## config.mk

```make
export PLATFORM = sky130hd
export DESIGN_NAME = ring_deque_push_front_back_flat
export DESIGN_NICKNAME = d
export VERILOG_FILES = /design/src/rtl/rdq_pkg.sv /design/src/rtl/rdq_req_if.sv /design/src/rtl/rdq_rsp_if.sv /design/src/rtl/ring_deque_push_front_back.sv /design/src/rtl/rdq_ram.sv /design/src/rtl/rdq_ctrl.sv /design/src/flat_wrapper.sv
export SDC_FILE = /design/constraint.sdc
export NUM_CORES = 1
export LEC_CHECK = 0
export BUFFER_PORTS_ARGS = -buffer_cell sky130_fd_sc_hd__buf_2
export CAP_MARGIN = 20
export CORE_UTILIZATION = 35
export DETAILED_ROUTE_END_ITERATION = 12
export PLACE_DENSITY = 0.54
export SYNTH_ARGS = -nofsm -noshare
export SYNTH_HDL_FRONTEND = slang
export SYNTH_SLANG_ARGS = --single-unit
```

## constraint.sdc

```tcl
create_clock -name clk -period 4.15 [get_ports clk]
set_clock_uncertainty 0.05 [all_clocks]
set_input_delay 0.6225 -clock clk [delete_from_list [all_inputs] [get_ports clk]]
set_output_delay 0.6225 -clock clk [all_outputs]
set_load 0.05 [all_outputs]
```

## src/rtl/rdq_pkg.sv

```systemverilog
// ----------------------------------------------------------------------------
// Ring deque package
// Operation and status codes and the result record shared by the deque.
// ----------------------------------------------------------------------------
`timescale 1ns / 1ps
`default_nettype none

package rdq_pkg;

	localparam int ENTRY_IO_W = 8;
	localparam int OCC_W      = 6;

	typedef enum logic [1:0] {
		OP_PUSH_BACK  = 2'd0,
		OP_PUSH_FRONT = 2'd1,
		OP_POP        = 2'd2,
		OP_PEEK       = 2'd3
	} rdq_op_t;

	typedef enum logic [1:0] {
		ST_OK       = 2'd0,
		ST_OVERFLOW = 2'd1,
		ST_EMPTY    = 2'd2
	} rdq_status_t;

	typedef struct packed {
		logic              entry_valid;
		rdq_status_t       status;
		logic [OCC_W-1:0]  occupancy;
	} rdq_res_t;

endpackage

`default_nettype wire

```

## src/rtl/rdq_req_if.sv

```systemverilog
// ----------------------------------------------------------------------------
// Request channel
// Valid/ready channel carrying one deque request.
// ----------------------------------------------------------------------------
`timescale 1ns / 1ps
`default_nettype none

interface rdq_req_if;
	logic       valid;
	logic       ready;
	logic [1:0] opcode;
	logic [7:0] entry_in;

	modport source (output valid, output opcode, output entry_in, input ready);
	modport sink (input valid, input opcode, input entry_in, output ready);
endinterface

`default_nettype wire

```

## src/rtl/rdq_rsp_if.sv

```systemverilog
// ----------------------------------------------------------------------------
// Response channel
// Valid/ready channel carrying one deque result.
// ----------------------------------------------------------------------------
`timescale 1ns / 1ps
`default_nettype none

interface rdq_rsp_if;
	logic       valid;
	logic       ready;
	logic [7:0] entry_out;
	logic       entry_valid;
	logic [1:0] status;
	logic [5:0] occupancy;

	modport source (output valid, output entry_out, output entry_valid, output status,
		output occupancy, input ready);
	modport sink (input valid, input entry_out, input entry_valid, input status,
		input occupancy, output ready);
endinterface

`default_nettype wire

```

## src/rtl/ring_deque_push_front_back.sv

```systemverilog
// Path: an accepted request passes the first stage, then the output register.
// Throughput: one request per cycle unless the result stalls; each request
// writes or reads a slot at most once; head and count update on acceptance.
// Reset: asynchronous, clears head, count and both stage valid flags.
// The slot memory is not cleared; only written slots are ever read.
// ----------------------------------------------------------------------------
// Ring deque top level
// Double-ended ring queue with push back, push front, pop and peek.
// ----------------------------------------------------------------------------
`timescale 1ns / 1ps
`default_nettype none

module ring_deque_push_front_back
	import rdq_pkg::*;
#(
	parameter int DEPTH       = 32,
	parameter int ENTRY_WIDTH = 8
) (
	input  wire logic  clk,
	input  wire logic  arst_n,
	rdq_req_if.sink    req,
	rdq_rsp_if.source  rsp
);

	logic                   valid_s1;
	rdq_res_t               res_s1;
	logic [ENTRY_WIDTH-1:0] rdata;
	logic                   advance;
	logic                   accept;
	logic                   out_valid_q;
	logic [ENTRY_IO_W-1:0]  entry_out_q;
	rdq_res_t               res_q;

	assign advance   = valid_s1 && (!out_valid_q || rsp.ready);
	assign req.ready = !valid_s1 || advance;
	assign accept    = req.valid && req.ready;

	rdq_ctrl #(
		.DEPTH       (DEPTH),
		.ENTRY_WIDTH (ENTRY_WIDTH)
	) u_ctrl (
		.clk      (clk),
		.arst_n   (arst_n),
		.accept   (accept),
		.opcode   (req.opcode),
		.entry_in (req.entry_in),
		.advance  (advance),
		.valid_s1 (valid_s1),
		.res_s1   (res_s1),
		.rdata    (rdata)
	);

	always_ff @(posedge clk or negedge arst_n) begin
		if (!arst_n) begin
			out_valid_q <= 1'b0;
		end else if (advance) begin
			out_valid_q <= 1'b1;
		end else if (rsp.ready) begin
			out_valid_q <= 1'b0;
		end
	end

	always_ff @(posedge clk) begin
		if (advance) begin
			res_q       <= res_s1;
			entry_out_q <= res_s1.entry_valid ? ENTRY_IO_W'(rdata) : '0;
		end
	end

	assign rsp.valid       = out_valid_q;
	assign rsp.entry_out   = entry_out_q;
	assign rsp.entry_valid = res_q.entry_valid;
	assign rsp.status      = res_q.status;
	assign rsp.occupancy   = res_q.occupancy;

endmodule

`default_nettype wire

```

## src/rtl/rdq_ram.sv

```systemverilog
// ----------------------------------------------------------------------------
// Ring deque slot memory
// Single write port, single registered read port.
// ----------------------------------------------------------------------------
`timescale 1ns / 1ps
`default_nettype none

module rdq_ram #(
	parameter int DEPTH = 32,
	parameter int WIDTH = 8
) (
	input  wire logic                     clk,
	input  wire logic                     we,
	input  wire logic [$clog2(DEPTH)-1:0] waddr,
	input  wire logic [WIDTH-1:0]         wdata,
	input  wire logic                     re,
	input  wire logic [$clog2(DEPTH)-1:0] raddr,
	output      logic [WIDTH-1:0]         rdata
);

	logic [WIDTH-1:0] mem [DEPTH];

	always_ff @(posedge clk) begin
		if (we) begin
			mem[waddr] <= wdata;
		end
	end

	always_ff @(posedge clk) begin
		if (re) begin
			rdata <= mem[raddr];
		end
	end

endmodule

`default_nettype wire

```

## src/rtl/rdq_ctrl.sv

```systemverilog
// ----------------------------------------------------------------------------
// Ring deque control
// Keeps head and count, drives the slot memory and holds the first stage.
// ----------------------------------------------------------------------------
`timescale 1ns / 1ps
`default_nettype none

module rdq_ctrl
	import rdq_pkg::*;
#(
	parameter int DEPTH       = 32,
	parameter int ENTRY_WIDTH = 8
) (
	input  wire logic                   clk,
	input  wire logic                   arst_n,
	input  wire logic                   accept,
	input  wire logic [1:0]             opcode,
	input  wire logic [ENTRY_IO_W-1:0]  entry_in,
	input  wire logic                   advance,
	output      logic                   valid_s1,
	output      rdq_res_t               res_s1,
	output      logic [ENTRY_WIDTH-1:0] rdata
);

	localparam int AW = $clog2(DEPTH);
	localparam int CW = $clog2(DEPTH + 1);
	localparam int SW = CW + 1;

	logic [AW-1:0] head_q;
	logic [CW-1:0] count_q;
	logic [AW-1:0] head_inc;
	logic [AW-1:0] head_dec;
	logic [SW-1:0] tail_sum;
	logic [AW-1:0] tail;
	logic          full;
	logic          empty;
	logic          is_push;
	logic          push_ok;
	logic          read_ok;
	logic          we;
	logic [AW-1:0] waddr;
	logic [AW-1:0] head_d;
	logic [CW-1:0] count_d;
	rdq_res_t      res_d;

	always_comb begin
		full     = (count_q == CW'(DEPTH));
		empty    = (count_q == '0);
		is_push  = (opcode == OP_PUSH_BACK) || (opcode == OP_PUSH_FRONT);
		head_inc = (head_q == AW'(DEPTH - 1)) ? '0 : head_q + AW'(1);
		head_dec = (head_q == '0) ? AW'(DEPTH - 1) : head_q - AW'(1);
		tail_sum = SW'(head_q) + SW'(count_q);
		tail     = (tail_sum >= SW'(DEPTH)) ? AW'(tail_sum - SW'(DEPTH)) : AW'(tail_sum);
		push_ok  = accept && is_push && !full;
		read_ok  = accept && !is_push && !empty;
		we       = push_ok;
		waddr    = (opcode == OP_PUSH_BACK) ? tail : head_dec;
		head_d   = head_q;
		count_d  = count_q;
		if (push_ok) begin
			count_d = count_q + CW'(1);
			if (opcode == OP_PUSH_FRONT) begin
				head_d = head_dec;
			end
		end else if (read_ok && (opcode == OP_POP)) begin
			count_d = count_q - CW'(1);
			head_d  = head_inc;
		end
		res_d.entry_valid = !is_push && !empty;
		if (is_push && full) begin
			res_d.status = ST_OVERFLOW;
		end else if (!is_push && empty) begin
			res_d.status = ST_EMPTY;
		end else begin
			res_d.status = ST_OK;
		end
		res_d.occupancy = OCC_W'(count_d);
	end

	always_ff @(posedge clk or negedge arst_n) begin
		if (!arst_n) begin
			head_q   <= '0;
			count_q  <= '0;
			valid_s1 <= 1'b0;
		end else begin
			head_q  <= head_d;
			count_q <= count_d;
			if (accept) begin
				valid_s1 <= 1'b1;
			end else if (advance) begin
				valid_s1 <= 1'b0;
			end
		end
	end

	always_ff @(posedge clk) begin
		if (accept) begin
			res_s1 <= res_d;
		end
	end

	rdq_ram #(
		.DEPTH(DEPTH),
		.WIDTH(ENTRY_WIDTH)
	) u_ram (
		.clk   (clk),
		.we    (we),
		.waddr (waddr),
		.wdata (ENTRY_WIDTH'(entry_in)),
		.re    (read_ok),
		.raddr (head_q),
		.rdata (rdata)
	);

endmodule

`default_nettype wire

```

## src/flat_wrapper.sv

```systemverilog
// flat-port wrapper written by rule: the top's interface ports become plain ports
module ring_deque_push_front_back_flat import rdq_pkg::*;
#(
	parameter int DEPTH       = 32,
	parameter int ENTRY_WIDTH = 8
)
  (clk, arst_n, req_valid, req_opcode, req_entry_in, req_ready, rsp_valid, rsp_entry_out, rsp_entry_valid, rsp_status, rsp_occupancy, rsp_ready);
  rdq_req_if req_i ();
  rdq_rsp_if rsp_i ();
  input  wire logic clk;
  input  wire logic arst_n;
  input wire logic [$bits(req_i.valid)-1:0] req_valid;
  input wire logic [$bits(req_i.opcode)-1:0] req_opcode;
  input wire logic [$bits(req_i.entry_in)-1:0] req_entry_in;
  output wire logic [$bits(req_i.ready)-1:0] req_ready;
  output wire logic [$bits(rsp_i.valid)-1:0] rsp_valid;
  output wire logic [$bits(rsp_i.entry_out)-1:0] rsp_entry_out;
  output wire logic [$bits(rsp_i.entry_valid)-1:0] rsp_entry_valid;
  output wire logic [$bits(rsp_i.status)-1:0] rsp_status;
  output wire logic [$bits(rsp_i.occupancy)-1:0] rsp_occupancy;
  input wire logic [$bits(rsp_i.ready)-1:0] rsp_ready;
  assign req_i.valid = req_valid;
  assign req_i.opcode = req_opcode;
  assign req_i.entry_in = req_entry_in;
  assign req_ready = req_i.ready;
  assign rsp_valid = rsp_i.valid;
  assign rsp_entry_out = rsp_i.entry_out;
  assign rsp_entry_valid = rsp_i.entry_valid;
  assign rsp_status = rsp_i.status;
  assign rsp_occupancy = rsp_i.occupancy;
  assign rsp_i.ready = rsp_ready;
  ring_deque_push_front_back #(.DEPTH(DEPTH), .ENTRY_WIDTH(ENTRY_WIDTH)) u_core (.clk(clk), .arst_n(arst_n), .req(req_i), .rsp(rsp_i));
endmodule
```

==> results.toml <==
[clocking]
cts_sinks = 303
cts_root_buf = "clkbuf_16"
clk_pin_slew_ps = 60
cts_tree = "yes"
insertion_delay_ps = 560
max-clock-path-buffers = 3
htree_num_levels = 1
numCtsBuffers = 30
cts.repair.resized = 0

[pwr]
pwr-share-clk = 0.284
power_leakage_nw = 4.482
internal-power_mw = 6.027
p_sw_mw = 2.823
p_sw_frac = 0.3190
p_per_area_mw_per_mm2 = 634.8
peakVddDrop_mv = 0.3600
finalPower_mw = 8.850
power_frac_comb = 0.286
seq_power_share = 0.430

[grt]
grt.overflow.total = 0
grtUsageTotal = 0.1515
grt_max_degree = 40
grt_pass1_vias = 6282
grt_first_pass_wirelength_mm = 39.90
antenna_found_initial = 0

[sta]
period_needed_ps = 3405
finalCritPeriodShare = 0.8204
setup_tns_ps = 0
timing.final.max_slew_violations = 0
rsz0062_at_grt = "false"
setup_viol = 0
tightest_slew_ps = 762.7
fmax_mhz = 293.7
relSlewSlack = 0.4915
finalHoldViolations = 0

[worst_setup_path]
startpoint_type = "flop"
path_max_fanout = 17
cp.required_ps = 4280
critPathArrivalTime_ps = 3540
cp-end-kind = "flop"
crit_type = "flop to flop"

[layout]
fillCellCount = 3051
nets = 720
final_util = 0.4046
drive_gt1_frac = 0.2597
ff_latch_area_mm2 = 0.009039
diodes = 0
final_cell_mix = "edfxtp_1, mux4_2, buf_2"
area_delta_synth_final_pct = 14.21
final_common_cell = "edfxtp_1"
multiInputGateArea_mm2 = 0.002990

[routing]
drt-initial-drc-count = 579
wire_per_inst_um = 22.47
antenna_left = 0
route.detailed.drc = 0
num_vias = 6153
drtPass1Iterations = 5
finalWirelength_mm = 26.40
viasPerCell = 5.237

[die]
coreArea_mm2 = 0.03446
rows = 68
fp.dieW_um = 188.8
die_height_um = 188.8
boundaryPins = 33
dieArea_mm2 = 0.03563
start_util = 0.3542

[place]
gp_congestion = 0.8949
hpwl_mm = 17.31
portBuffers = 32

[run_status]
status = "finished, final reports clean"

[synth]
yosys_warnings = 0
synth_edf_count = 290
synth-seq-area-share = 0.7401
synth.distinct_cells = 62
ys_ff_latch = 303
synthesis.nets = 656
async_reset_ff_frac = 0.04290
synth_area_per_cell_um2 = 19.31
netlist_instances = 632
synth_area_mm2 = 0.01221
ys.flop_type = "edfxtp_1"

[min_path]
min-delay-path-class = "primary input to flop"

[run]
cap_violations = 0
[state kept, by name (all words and copies together) (netlist names), 2 cells and up]
name	flops
u_core.u_ctrl.u_ram.mem	256
u_core.rsp.status	2
u_core.u_ctrl.u_ram.rdata	8
u_core.rsp.occupancy	6
u_core.u_ctrl.head_q	5
u_core.u_ctrl.res_s1	9
u_core.u_ctrl.count_q	6
u_core.rsp.entry_out	8
[logic make-up after synthesis]
group	after synthesis	synth area share
DFF	303	0.7401
and+or+nand+nor	128	0.05925
muxes	71	0.1240
AOI/OAI and AO/OA	67	0.03926
buffers and inverters	40	0.01496
xor gates and xnor gates	13	0.01158
adders and majority gates	10	0.01087
[critical path, stage by stage, from the launching register on]
cell	delay (ps)
dfrtp_4	590
ha_1	280
fa_1	460
xnor2_1	490
nand3_1	150
mux2i_1	240
a22oi_1	220
nor2_1	550
[timing repair]
| action | 4_1_cts | 5_1_grt |
|---|---|---|
| endpoints found under the hold margin | 13 | 0 |
| hold buffers | 1 | 0 |
| setup buffers | 0 | 0 |
| endpoints found under the setup margin | 0 | 0 |
[synth_stat cells (all sizes together) (3+ instances only)]
| master | n | area, um^2 |
|---|---|---|
| a21oi | 10 | 50.05 |
| a22oi | 3 | 22.52 |
| and2 | 12 | 76.33 |
| and3 | 3 | 18.77 |
| buf | 16 | 92.58 |
| clkbuf | 12 | 45.04 |
| dfrtp | 13 | 325.3 |
| edfxtp | 290 | 8708 |
| ha | 9 | 112.6 |
| inv | 12 | 45.05 |
| mux2i | 5 | 50.05 |
| mux4 | 64 | 1441 |
| nand2 | 13 | 63.81 |
| nand2b | 5 | 31.28 |
| nand3 | 8 | 40.04 |
| nand3b | 6 | 45.04 |
| nand4 | 5 | 31.28 |
| nor2 | 26 | 97.59 |
| nor2b | 4 | 25.02 |
| nor3 | 24 | 120.1 |
| nor4 | 8 | 65.06 |
| o21ai | 7 | 38.79 |
| o22ai | 29 | 181.4 |
| or2 | 3 | 18.78 |
| or3 | 4 | 25.02 |
| xnor2 | 8 | 70.07 |
| xor2 | 3 | 26.28 |
[worst paths after layout]
check / start / end / slack, ps / cells past startpoint
max: u_core.u_ctrl.head_q[0] / u_core.u_ctrl.u_ram.mem[25][2] / 750 / 7
min: rsp_ready / u_core.rsp.valid / 320 / 3
max reg2reg: u_core.u_ctrl.head_q[0] / u_core.u_ctrl.u_ram.mem[25][2] / 750 / 7
min reg2reg: u_core.u_ctrl.res_s1[7] / u_core.rsp.status[1] / 370 / 0
max in group asynchronous: arst_n / u_core.u_ctrl.head_q[0] / 3290 / 2
min in group asynchronous: arst_n / u_core.u_ctrl.head_q[1] / 450 / 2
[metal layers]
metal	track usage	vias up	share of wire
met5	0	-	0
li1	-	2745	-
met2	0.2431	184	0.47
met1	0.2144	3176	0.45
met3	0.02161	48	0.052
met4	0.04529	0	0.026
[power by group through the flow]
stage | Combinational, mW | Clock (mW) | Sequential, mW
2_1_floorplan | 1.81 | 0 | 3.83
3_3_place_gp | 2.50 | 0 | 3.86
3_5_place_dp | 2.52 | 0 | 3.86
4_1_cts | 2.53 | 2.56 | 3.80
5_1_grt | 2.71 | 2.68 | 3.83
6_report | 2.53 | 2.51 | 3.80
[final cells by class]
cell class / instances / share of cell area
clock buffers: 34 / 0.05493
clock inverters: 22 / 0.01140
inverters: 12 / 0.003231
multi-input cells: 289 / 0.2145
flip-flops and latches: 303 / 0.6484
well taps: 455 / 0.04084
repair buffers: 60 / 0.02675
[through the flow]
| stage | cell area [um^2] | hold slack [ps] | std cells | setup slack, ps |
|---|---|---|---|---|
| 5_1_grt | 13940 | 326.4 | 1175 | 496.0 |
| 6_report | 13940 | 317.0 | 1175 | 745.2 |
| 4_1_cts | 13940 | 297.8 | 1175 | 681.0 |
| 3_5_place_dp | 13010 | 355.6 | 1118 | 672.7 |
| 3_3_place_gp | 13010 | 352.7 | 1118 | 776.8 |
| 2_1_floorplan | 12210 | 276.9 | 632 | 1070 |
(Power assumes the default switching activity.)
